**src/rtl/core/pfcd_pkg.sv**
```systemverilog
`default_nettype none

package pfcd_pkg;

  // Pixel format register codes.
  localparam logic FMT_RGB565 = 1'b0;
  localparam logic FMT_RGB888 = 1'b1;

  localparam logic [31:0] CRC_POLY = 32'hEDB8_8320;
  localparam logic [31:0] CRC_INIT = 32'hFFFF_FFFF;

  // One raw pixel as it arrives on the input channel.
  typedef struct packed {
    logic [7:0] byte_third;
    logic [7:0] byte_second;
    logic [7:0] byte_first;
    logic       frame_last;
  } raw_pixel_t;

  // Status handed from the CRC unit to the result stage.
  typedef struct packed {
    logic frame_changed;
  } crc_status_t;

  // Reflected CRC-32 over one byte, LSB first.
  function automatic logic [31:0] crc_byte(input logic [31:0] crc_in, input logic [7:0] data);
    logic [31:0] c;
    c = crc_in ^ {24'd0, data};
    for (int k = 0; k < 8; k++) begin
      c = c[0] ? ((c >> 1) ^ CRC_POLY) : (c >> 1);
    end
    return c;
  endfunction

endpackage

`default_nettype wire

```
**src/rtl/core/pfcd_color.sv**
```systemverilog
`default_nettype none

module pfcd_color (
  input  wire logic                  fmt,
  input  wire pfcd_pkg::raw_pixel_t  pix,
  output logic [23:0]                pixel_color
);

  logic [15:0] word565;
  logic [4:0]  red5;
  logic [5:0]  grn6;
  logic [4:0]  blu5;
  logic [7:0]  red8;
  logic [7:0]  grn8;
  logic [7:0]  blu8;

  // floor(v*255/31) = 8*v + floor(7*v/31); the fraction term counts thresholds.
  function automatic logic [7:0] widen5(input logic [4:0] v);
    logic [7:0] v7;
    logic [2:0] q;
    v7 = 8'({3'd0, v} * 8'd7);
    q  = '0;
    for (int k = 1; k <= 7; k++) begin
      if (v7 >= 8'(31 * k)) begin
        q = q + 3'd1;
      end
    end
    return {v, 3'b000} + {5'd0, q};
  endfunction

  // floor(v*255/63) = 4*v + floor(v/21).
  function automatic logic [7:0] widen6(input logic [5:0] v);
    logic [1:0] q;
    if (v >= 6'd63) begin
      q = 2'd3;
    end else if (v >= 6'd42) begin
      q = 2'd2;
    end else if (v >= 6'd21) begin
      q = 2'd1;
    end else begin
      q = 2'd0;
    end
    return {v, 2'b00} + {6'd0, q};
  endfunction

  always_comb begin
    word565 = {pix.byte_second, pix.byte_first};
    red5    = word565[15:11];
    grn6    = word565[10:5];
    blu5    = word565[4:0];
    red8    = widen5(red5);
    grn8    = widen6(grn6);
    blu8    = widen5(blu5);
    if (fmt == pfcd_pkg::FMT_RGB565) begin
      pixel_color = {red8, grn8, blu8};
    end else begin
      pixel_color = {pix.byte_first, pix.byte_second, pix.byte_third};
    end
  end

endmodule

`default_nettype wire

```
**src/rtl/core/pfcd_crc.sv**
```systemverilog
`default_nettype none

module pfcd_crc (
  input  wire logic                  clk,
  input  wire logic                  rst_n,
  input  wire logic                  update,
  input  wire logic                  fmt,
  input  wire pfcd_pkg::raw_pixel_t  pix,
  output pfcd_pkg::crc_status_t      status
);

  logic [31:0] running_crc_r;
  logic [31:0] running_crc_nxt;
  logic [31:0] prev_crc_r;
  logic [31:0] prev_crc_nxt;
  logic [31:0] crc_two;
  logic [31:0] crc_pix;
  logic [31:0] final_crc;

  always_comb begin
    crc_two   = pfcd_pkg::crc_byte(pfcd_pkg::crc_byte(running_crc_r, pix.byte_first),
                                   pix.byte_second);
    // The third byte only belongs to the frame in RGB888 mode.
    crc_pix   = (fmt == pfcd_pkg::FMT_RGB888) ? pfcd_pkg::crc_byte(crc_two, pix.byte_third)
                                              : crc_two;
    final_crc = ~crc_pix;
    status.frame_changed = pix.frame_last && (final_crc != prev_crc_r);

    running_crc_nxt = running_crc_r;
    prev_crc_nxt    = prev_crc_r;
    if (update) begin
      if (pix.frame_last) begin
        running_crc_nxt = pfcd_pkg::CRC_INIT;
        prev_crc_nxt    = final_crc;
      end else begin
        running_crc_nxt = crc_pix;
      end
    end
  end

  always_ff @(posedge clk) begin
    if (!rst_n) begin
      running_crc_r <= pfcd_pkg::CRC_INIT;
      prev_crc_r    <= '0;
    end else begin
      running_crc_r <= running_crc_nxt;
      prev_crc_r    <= prev_crc_nxt;
    end
  end

  a_crc_restart: assert property (@(posedge clk) disable iff (!rst_n)
    update && pix.frame_last |=> running_crc_r == pfcd_pkg::CRC_INIT)
    else $error("running CRC did not restart after the last pixel");

  a_prev_hold: assert property (@(posedge clk) disable iff (!rst_n)
    !(update && pix.frame_last) |=> $stable(prev_crc_r))
    else $error("stored frame CRC changed without a frame end");

  a_crc_hold: assert property (@(posedge clk) disable iff (!rst_n)
    !update |=> $stable(running_crc_r))
    else $error("running CRC moved without an update");

endmodule

`default_nettype wire

```
**src/rtl/core/pixel_expand_frame_crc_detect.sv**
```systemverilog
// out_tvalid rises once a pixel has passed the input register and then the result register.
// Throughput: one pixel per cycle unless out_tready stalls the output; the CRC update over
// two bytes (RGB565) or three (RGB888) and the color widening sit between the two registers.
// Reset (rst_n low, synchronous): both stages empty, running CRC all ones,
// stored previous-frame CRC zero, pixel format RGB565.
`default_nettype none

module pixel_expand_frame_crc_detect (
  input  wire logic        clk,
  input  wire logic        rst_n,
  input  wire logic        cfg_wr_en,
  input  wire logic        cfg_wr_data,    // pixel_format
  input  wire logic        in_tvalid,
  output logic             in_tready,
  input  wire logic [23:0] in_tdata,       // byte_first, byte_second, byte_third
  input  wire logic        in_tlast,       // frame_last
  output logic             out_tvalid,
  input  wire logic        out_tready,
  output logic [23:0]      out_tdata,      // pixel_color
  output logic             out_tlast,      // result_last
  output logic             out_tuser       // frame_changed
);

  logic                  fmt_r;
  logic                  s1_valid_r;
  pfcd_pkg::raw_pixel_t  s1_pix_r;
  logic                  out_valid_r;
  logic [23:0]           out_color_r;
  logic                  out_last_r;
  logic                  out_changed_r;
  logic                  out_adv;
  logic                  s1_fire;
  logic                  in_fire;
  logic [23:0]           color;
  pfcd_pkg::crc_status_t crc_status;

  assign out_adv   = !out_valid_r || out_tready;
  assign s1_fire   = s1_valid_r && out_adv;
  assign in_tready = !s1_valid_r || out_adv;
  assign in_fire   = in_tvalid && in_tready;

  pfcd_color u_color (
    .fmt         (fmt_r),
    .pix         (s1_pix_r),
    .pixel_color (color)
  );

  pfcd_crc u_crc (
    .clk    (clk),
    .rst_n  (rst_n),
    .update (s1_fire),
    .fmt    (fmt_r),
    .pix    (s1_pix_r),
    .status (crc_status)
  );

  always_ff @(posedge clk) begin
    if (!rst_n) begin
      fmt_r       <= pfcd_pkg::FMT_RGB565;
      s1_valid_r  <= 1'b0;
      out_valid_r <= 1'b0;
    end else begin
      if (cfg_wr_en) begin
        fmt_r <= cfg_wr_data;
      end
      if (in_tready) begin
        s1_valid_r <= in_tvalid;
      end
      if (out_adv) begin
        out_valid_r <= s1_valid_r;
      end
    end
  end

  always_ff @(posedge clk) begin
    if (in_fire) begin
      s1_pix_r.byte_first  <= in_tdata[7:0];
      s1_pix_r.byte_second <= in_tdata[15:8];
      s1_pix_r.byte_third  <= in_tdata[23:16];
      s1_pix_r.frame_last  <= in_tlast;
    end
    if (s1_fire) begin
      out_color_r   <= color;
      out_last_r    <= s1_pix_r.frame_last;
      out_changed_r <= crc_status.frame_changed;
    end
  end

  assign out_tvalid = out_valid_r;
  assign out_tdata  = out_color_r;
  assign out_tlast  = out_last_r;
  assign out_tuser  = out_changed_r;

  a_changed_on_last: assert property (@(posedge clk) disable iff (!rst_n)
    out_tvalid && out_tuser |-> out_tlast)
    else $error("frame change flagged on a pixel that is not last");

  a_stall_keeps_s1: assert property (@(posedge clk) disable iff (!rst_n)
    s1_valid_r && !out_adv |=> s1_valid_r)
    else $error("input stage dropped a pixel during a stall");

  a_ready_when_empty: assert property (@(posedge clk) disable iff (!rst_n)
    !s1_valid_r |-> in_tready)
    else $error("input not ready with an empty input stage");

  a_result_follows: assert property (@(posedge clk) disable iff (!rst_n)
    s1_fire |=> out_valid_r)
    else $error("pixel left the input stage without reaching the result stage");

endmodule

`default_nettype wire
```
**config.mk**
```make
export PLATFORM = sky130hd
export DESIGN_NAME = pixel_expand_frame_crc_detect
export DESIGN_NICKNAME = d
export VERILOG_FILES = /design/src/rtl/core/pfcd_pkg.sv /design/src/rtl/core/pfcd_color.sv /design/src/rtl/core/pfcd_crc.sv /design/src/rtl/core/pixel_expand_frame_crc_detect.sv
export SDC_FILE = /design/constraint.sdc
export NUM_CORES = 1
export LEC_CHECK = 0
export ABC_CLOCK_PERIOD_IN_PS = 6650
export BUFFER_PORTS_ARGS = -buffer_cell sky130_fd_sc_hd__buf_2
export CAP_MARGIN = 10
export CELL_PAD_IN_SITES_DETAIL_PLACEMENT = 1
export CELL_PAD_IN_SITES_GLOBAL_PLACEMENT = 1
export CORE_UTILIZATION = 30
export CTS_CLUSTER_DIAMETER = 50
export DETAILED_ROUTE_END_ITERATION = 12
export GPL_TIMING_DRIVEN = 1
export PLACE_DENSITY = 0.55
export SLEW_MARGIN = 30
export SYNTH_ARGS = -nofsm -noshare
export SYNTH_HDL_FRONTEND = slang
export SYNTH_SLANG_ARGS = --single-unit
```
**constraint.sdc**
```tcl
create_clock -name clk -period 6.65 [get_ports clk]
set_clock_uncertainty 0.1 [all_clocks]
set_input_delay 1.6625 -clock clk [delete_from_list [all_inputs] [get_ports clk]]
set_output_delay 1.6625 -clock clk [all_outputs]
set_load 0.02 [all_outputs]
```
==> flow_metrics.tcl, run 1 <==
set metrics [dict create \
    finalNetCount 1055 \
    drc 0 \
    hpwl_um 21800 \
    cpLargestDelayFamily "adder cells" \
    fin_crit_sh_pct 91.2 \
    post_cts_buffers 0 \
    cts_buffer_depth 2 \
    maxCapViolations 0 \
    seq_area_mm2 0.00288 \
    die_w_um 181 \
    viasPerCell 4.84 \
    final_common_cell "xnor2_1" \
    worstPathMaxFanout 7 \
    clk_latency_ns 0.44 \
    antenna_found_initial 1 \
    setup_violations 0 \
    multi_input_area_mm2 0.00647 \
    max_freq_mhz 165 \
    wl_per_cell_um 20.7 \
    die_area_mm2 0.0327 \
    end_kind "flop" \
    ios 59 \
    finalNonFillerCells 1400 \
    final_antenna_net_count 0 \
    syn-cell-area_mm2 0.00960 \
    synth_cell_type_count 59 \
    drive_above_1_share_pct 16.8 \
    required_ns 6.71 \
    worst_slew_pin_slew_ns 0.883 \
    synth.avg_cell_area_um2 10.4 \
    drt-initial-drc-count 380 \
    outcome "completed" \
    finalHoldViolCount 0 \
    tns_ns 0 \
    cpMostUsedCell "ha_1" \
    ys_seq_area_share_pct 29.9 \
    core-area_mm2 0.0316 \
    finalCriticalPeriod_ns 6.07 \
    nFillCells 3559 \
    synthCells 922 \
    io_buffers 58 \
    synth-seq-cells 118 \
    grt_overflow 0 \
    cts_root_buffer "clkbuf_16" \
    synth_edf_count 51 \
    rsz0062_at_grt "false" \
    hold_ws_ns 0.370 \
    cts_tree "done" \
    placementRows 65 \
    initial_core_util_pct 30.4 \
    cts_hold_buf 0 \
    ys.warnings.count 0 \
    synth_ff_type "dfxtp_1" \
    grt_pass1_vias 7113 \
    slowest_stage "edfxtp_1" \
    drv_slew 0 \
    critPathBufInv 0 \
    relSlewSlack_pct 41.1 \
    grt_use_total_pct 18.6 \
    wl_um 29000 \
    cts_resized 0 \
    cts-buffers-inserted 17 \
    dr.pass1.iters 6 \
    hp-class "reg2reg" \
    final_cell_mix "xnor2_1, nand2_1, dfxtp_1" \
    clk_pin_slew_ns 0.06 \
    crit_chain "fa_1 -> ha_1 -> a21o_1 -> a21oi_1 -> o21bai_1 -> a21oi_1 -> nand2_1 -> a311o_1 -> ha_1 -> xor2_1 -> ha_1 -> xnor2_1 -> mux2_2 -> ha_1 -> mux2_2 -> ha_1 -> nand2_1 -> xnor2_1 -> xnor2_1 -> xnor2_1 -> o21ai_0" \
    dp_cells 1367 \
    vias 6775 \
    cts_num_sinks 118 \
    chipHeight_um 181 \
    h-tree-depth 4 \
    cp.arrival_ns 6.12 \
    critPathMaxStageDelay_ns 0.65 \
    syn_nets 993 \
    grt_pass1_wl_um 45100 \
    startpoint_type "flop" \
    critPathKind "reg2reg" \
    grt_max_degree 71 \
    async_reset_ff_share_pct 0 \
    gp_congestion 0.824 \
    synthToLayoutAreaGrowth_pct 14.7 \
]
[final timing paths]
kind | endpoint | slack [ns] | startpoint | depth (start not counted)
setup / recovery | out_tdata[2] | 0.58 | s1_pix_r[3] | 21
hold / removal | u_crc.prev_crc_r[1] | 0.37 | u_crc.prev_crc_r[1] | 2
setup reg to reg | out_tdata[2] | 0.58 | s1_pix_r[3] | 21
hold reg to reg | u_crc.prev_crc_r[1] | 0.37 | u_crc.prev_crc_r[1] | 2
[area by class of cell]
type	count	share of cell area, %
multi-input cells	737	58.8
flip-flops and latches	118	26.1
well taps	402	4.57
repair buffers	79	4.07
clock buffers	17	3.86
clock inverters	15	1.51
inverters	31	1.06
diodes	1	0.0227
[cell usage after synthesis (all sizes together), types with 4 or more instances]
cell    count  area (µm²)
a211oi      8        60.1
a21boi     13        97.6
a21oi      31         155
a31oi       7        43.8
and2        8        50.1
buf         5        21.3
clkbuf     31         116
dfxtp      67        1340
edfxtp     51        1530
fa         10         200
ha         30         375
inv        31         116
mux2       11         124
mux2i       7        70.1
nand2     124         465
nand2b      7        43.8
nand3      21         105
nor2       50         188
nor2b       4        25.0
nor3        5        25.0
nor3b       8        60.1
o211a      12         120
o211ai     19         143
o21ai      40         200
xnor2     160        1630
xnor3      47        1070
xor2       62         686
xor3        7         168
[metrics by stage]
step / utilization (%) / worst slack (ns) / instance area, µm²
2_1_floorplan: - / 1.09 / 9600
3_3_place_gp: 33.0 / 0.795 / 10400
3_5_place_dp: 33.0 / 0.582 / 10400
4_1_cts: 34.9 / 0.563 / 11000
5_1_grt: 34.9 / 0.181 / 11000
6_report: 34.9 / 0.582 / 11000
[routing by layer]
layer	part of all wire [%]	vias to the layer above	GRT usage [%]
li1	-	3308	-
met1	49	3361	25.9
met4	1.2	0	4.99
met3	2.8	14	2.86
met5	0	-	0
met2	47	92	29.9
[registers in the layout, indices dropped and copies added (netlist names)]
register             cells
u_crc.prev_crc_r        32
u_crc.running_crc_r     32
s1_pix_r                25
out_tdata               24
fmt_r                    1
out_tlast                1
out_tuser                1
out_tvalid               1
s1_valid_r               1
[cells by family after synthesis]
logic type,synth area share [%]
adders and majority gates,6.00
xor gates and xnor gates,37.0
buffers and inverters,2.65
muxes,2.02
and+or+nand+nor,11.1
DFF,29.9
AOI/OAI and AO/OA,11.4
[worst min-delay path: cells and delay by family, from the launching register on]
| kind | cells | cell delay (ns) |
|---|---|---|
| AND/OR/NAND/NOR | 1 | 0.05 |
| AO/OA/AOI/OAI | 1 | 0.06 |
| flip-flops | 1 | 0.31 |
Power of run 1 is not shown: default switching activity piles up to over one toggle a cycle in this logic, so the estimate is an artifact.
==> inputs of run 2 (changes only) <==
ABC_AREA = 1   (was not set)
CELL_PAD_IN_SITES_GLOBAL_PLACEMENT = 2   (was 1)
PLACE_DENSITY = 0.73   (was 0.55)
==> run 2 against run 1 <==
Against the previous run: synthesized area grew 18%; non-clock buffer count shrank 9; utilization shrank 0.30 points; global-route usage grew 7.1 points; flip-flop and latch count is the same; critical path depth grew 3; first-iteration DRC count grew 77%; final area grew 16%; maximum frequency grew 7.0%; sequential share of layout area shrank 3.6 points; critical path type unchanged; highest routed layer unchanged.
==> flow_metrics.tcl, run 2 <==
set metrics [dict create \
    ys_seq_area_share_pct 25.3 \
    ir_drop_mv 0.213 \
    p_switching_mw 2.83 \
    grt_use_total_pct 25.7 \
    antenna_found_initial 0 \
    max_freq_mhz 176 \
    grt_max_degree 57 \
    finalNetCount 1935 \
    synth_top_family_by_area "simple AND/OR/NAND/NOR gates" \
    p_total_mw 5.10 \
    power_leakage_nw 6.71 \
    fin_util_pct 34.6 \
    p_seq_share_pct 17.4 \
    synthTopCellsByArea "nand2_1, edfxtp_1, dfxtp_1" \
    startpoint "s1_pix_r[3]" \
    maxCapViolations 0 \
    chipHeight_um 197 \
    grt_pass1_wl_um 72400 \
    synth.avg_cell_area_um2 6.27 \
    cts_resized 0 \
    h-tree-depth 4 \
    synth_edf_count 51 \
    wl_um 48200 \
    async_reset_ff_share_pct 0 \
    switching_share_pct 55.4 \
    dp_cells 2349 \
    synthAdderAreaFrac_pct 5.07 \
    worst_slew_pin_slew_ns 0.713 \
    end_kind "flop" \
    largestRegisters "u_crc.prev_crc_r: 32 flops, u_crc.running_crc_r: 32 flops, s1_pix_r: 25 flops" \
    cts_buffer_depth 2 \
    synth-compound-area-share_pct 8.54 \
    core-area_mm2 0.0370 \
    required_ns 6.74 \
    drc 0 \
    placementRows 70 \
    nFillCells 4875 \
    worstPathMaxFanout 8 \
    syn_nets 1883 \
    drv_slew 0 \
    final_common_cell "nand2_1" \
    power.share.combinational_pct 64.0 \
    rsz0062_at_grt "false" \
    r2r_end "out_tdata[1]" \
    clk_latency_ns 0.46 \
    ios 59 \
    cts_hold_buf 0 \
    synthSimpleGateAreaFrac_pct 46.4 \
    syn-cell-area_mm2 0.0114 \
    gp_congestion 0.924 \
    synthCells 1812 \
    cp.arrival_ns 5.76 \
    final_cell_mix "nand2_1, nand3_1, inv_1" \
    die_w_um 197 \
    synth_top_area_share_pct 22.5 \
    p_int_mw 2.27 \
    startpoint_type "flop" \
    fin_ws_ns 0.978 \
    r2r_start "s1_pix_r[3]" \
    initial_core_util_pct 30.7 \
    synthXorXnorAreaFrac_pct 5.62 \
    ys.warnings.count 0 \
    stdcell_area_mm2 0.0128 \
    seq_area_mm2 0.00288 \
    cts_tree "done" \
    wl_per_cell_um 20.2 \
    viasPerCell 5.05 \
    rr_worst_depth 24 \
    drt-initial-drc-count 672 \
    hp-class "reg2reg" \
    finalCriticalPeriod_ns 5.67 \
    vias 12000 \
    grt_pass1_vias 11800 \
    synth.most_common_cell "nand2_1" \
    clkPwrFrac_pct 18.6 \
    clk_pin_slew_ns 0.07 \
    multi_input_area_mm2 0.00749 \
    hold_ws_ns 0.348 \
    synthToLayoutAreaGrowth_pct 12.6 \
    synth_ff_type "dfxtp_1" \
    cts_root_buffer "clkbuf_16" \
    cts_num_sinks 118 \
    synth_largest_area_cell "nand2_1" \
    synth-seq-cells 118 \
    synth_mux_area_share_pct 0.287 \
    hpwl_um 38800 \
    io_buffers 58 \
    drive_above_1_share_pct 14.0 \
    dpl-instance-area_mm2 0.0122 \
    relSlewSlack_pct 52.3 \
    power_density_mw_per_mm2 399 \
    finalHoldViolCount 0 \
    final_antenna_net_count 0 \
    fin_crit_sh_pct 85.3 \
    grt_overflow 0 \
    outcome "completed" \
    dr.pass1.iters 7 \
    synth_cell_type_count 45 \
    place_ws_ns 1.01 \
    synthTopCellsByCount "nand2_1, nand3_1, inv_1" \
    cts-buffers-inserted 17 \
    post_cts_buffers 0 \
    crit_path_end "out_tdata[1]" \
    setup_violations 0 \
    die_area_mm2 0.0386 \
    tns_ns 0 \
    critPathKind "reg2reg" \
    r2r_slack_ns 0.98 \
    finalNonFillerCells 2382 \
]
[run 2: cell types whose count changed after synthesis, moves of 13 or more]
cell,change
nand2_1,+558
xnor2_1,-124
o211ai_1,-15
a21boi_0,-13
nand2_4,+36
nand2_2,+73
inv_1,+158
o21ai_0,+57
nand3_1,+238
a21oi_1,+40
nand3_2,+14
inv_2,+22
xnor2_2,-15
xnor3_1,-40
[run 2: kinds of logic after synthesis]
| logic type | after synthesis |
|---|---|
| simple gates | 1140 |
| fa+ha+maj | 40 |
| buf+inv | 254 |
| flops | 118 |
| xor+xnor | 69 |
| compound gates | 188 |
| mux | 3 |
[run 2: worst min path at each step]
| stage | start | to | slack, ns | cells past startpoint |
|---|---|---|---|---|
| CTS | s1_pix_r[0] | out_tlast | 0.35 | 0 |
| global placement | s1_pix_r[0] | out_tlast | 0.35 | 0 |
| floorplan | s1_pix_r[0] | out_tlast | 0.33 | 0 |
| global route | s1_pix_r[0] | out_tlast | 0.36 | 0 |
| detailed placement | s1_pix_r[0] | out_tlast | 0.35 | 0 |
| finish | s1_pix_r[0] | out_tlast | 0.35 | 0 |
[run 2: power groups by stage]
| stage | combinational [mW] | clock [mW] | sequential (mW) |
|---|---|---|---|
| after detailed placement | 3.23 | 0 | 0.906 |
| after CTS | 3.25 | 0.966 | 0.890 |
| after global routing | 3.63 | 0.995 | 0.895 |
| after global placement | 3.17 | 0 | 0.903 |
| after floorplan | 2.22 | 0 | 0.896 |
| final | 3.27 | 0.947 | 0.889 |
[run 2: final cells by class]
class,count,area share [%]
Clock inverter,11,0.656
Timing Repair Buffer,70,3.07
Antenna cell,1,0.0196
Tap cell,504,4.93
Sequential cell,118,22.5
Clock buffer,21,3.85
Inverter,217,6.43
Multi-Input combinational cell,1440,58.5
[run 2: metal layers]
layer	part of all wire, %	routed length, µm	vias to the layer above	track usage (%)
li1	-	-	5919	-
met1	48	23000	5807	35.4
met2	44	21300	248	40.4
met3	5.1	2480	52	3.90
met4	2.9	1400	0	9.46
met5	0	0	-	0
[run 2: critical path, cell delays in order (launching register included)]
cell and delay (ns):
edfxtp_1 0.56, fa_1 0.56, ha_1 0.37, a21oi_1 0.20
nand2_1 0.09, nand2_1 0.09, nand2_1 0.05, a21oi_1 0.31
nand2_1 0.16, a31oi_1 0.25, inv_1 0.10, ha_1 0.30
nand3_1 0.10, nand2_1 0.12, inv_1 0.05, ha_1 0.28
or2_2 0.31, nand2_1 0.06, nand2_1 0.05, a31oi_1 0.22
ha_1 0.26, mux2_2 0.27, ha_1 0.28, o21ai_0 0.16
o22ai_1 0.10
Power figures use the tool's default switching activity.
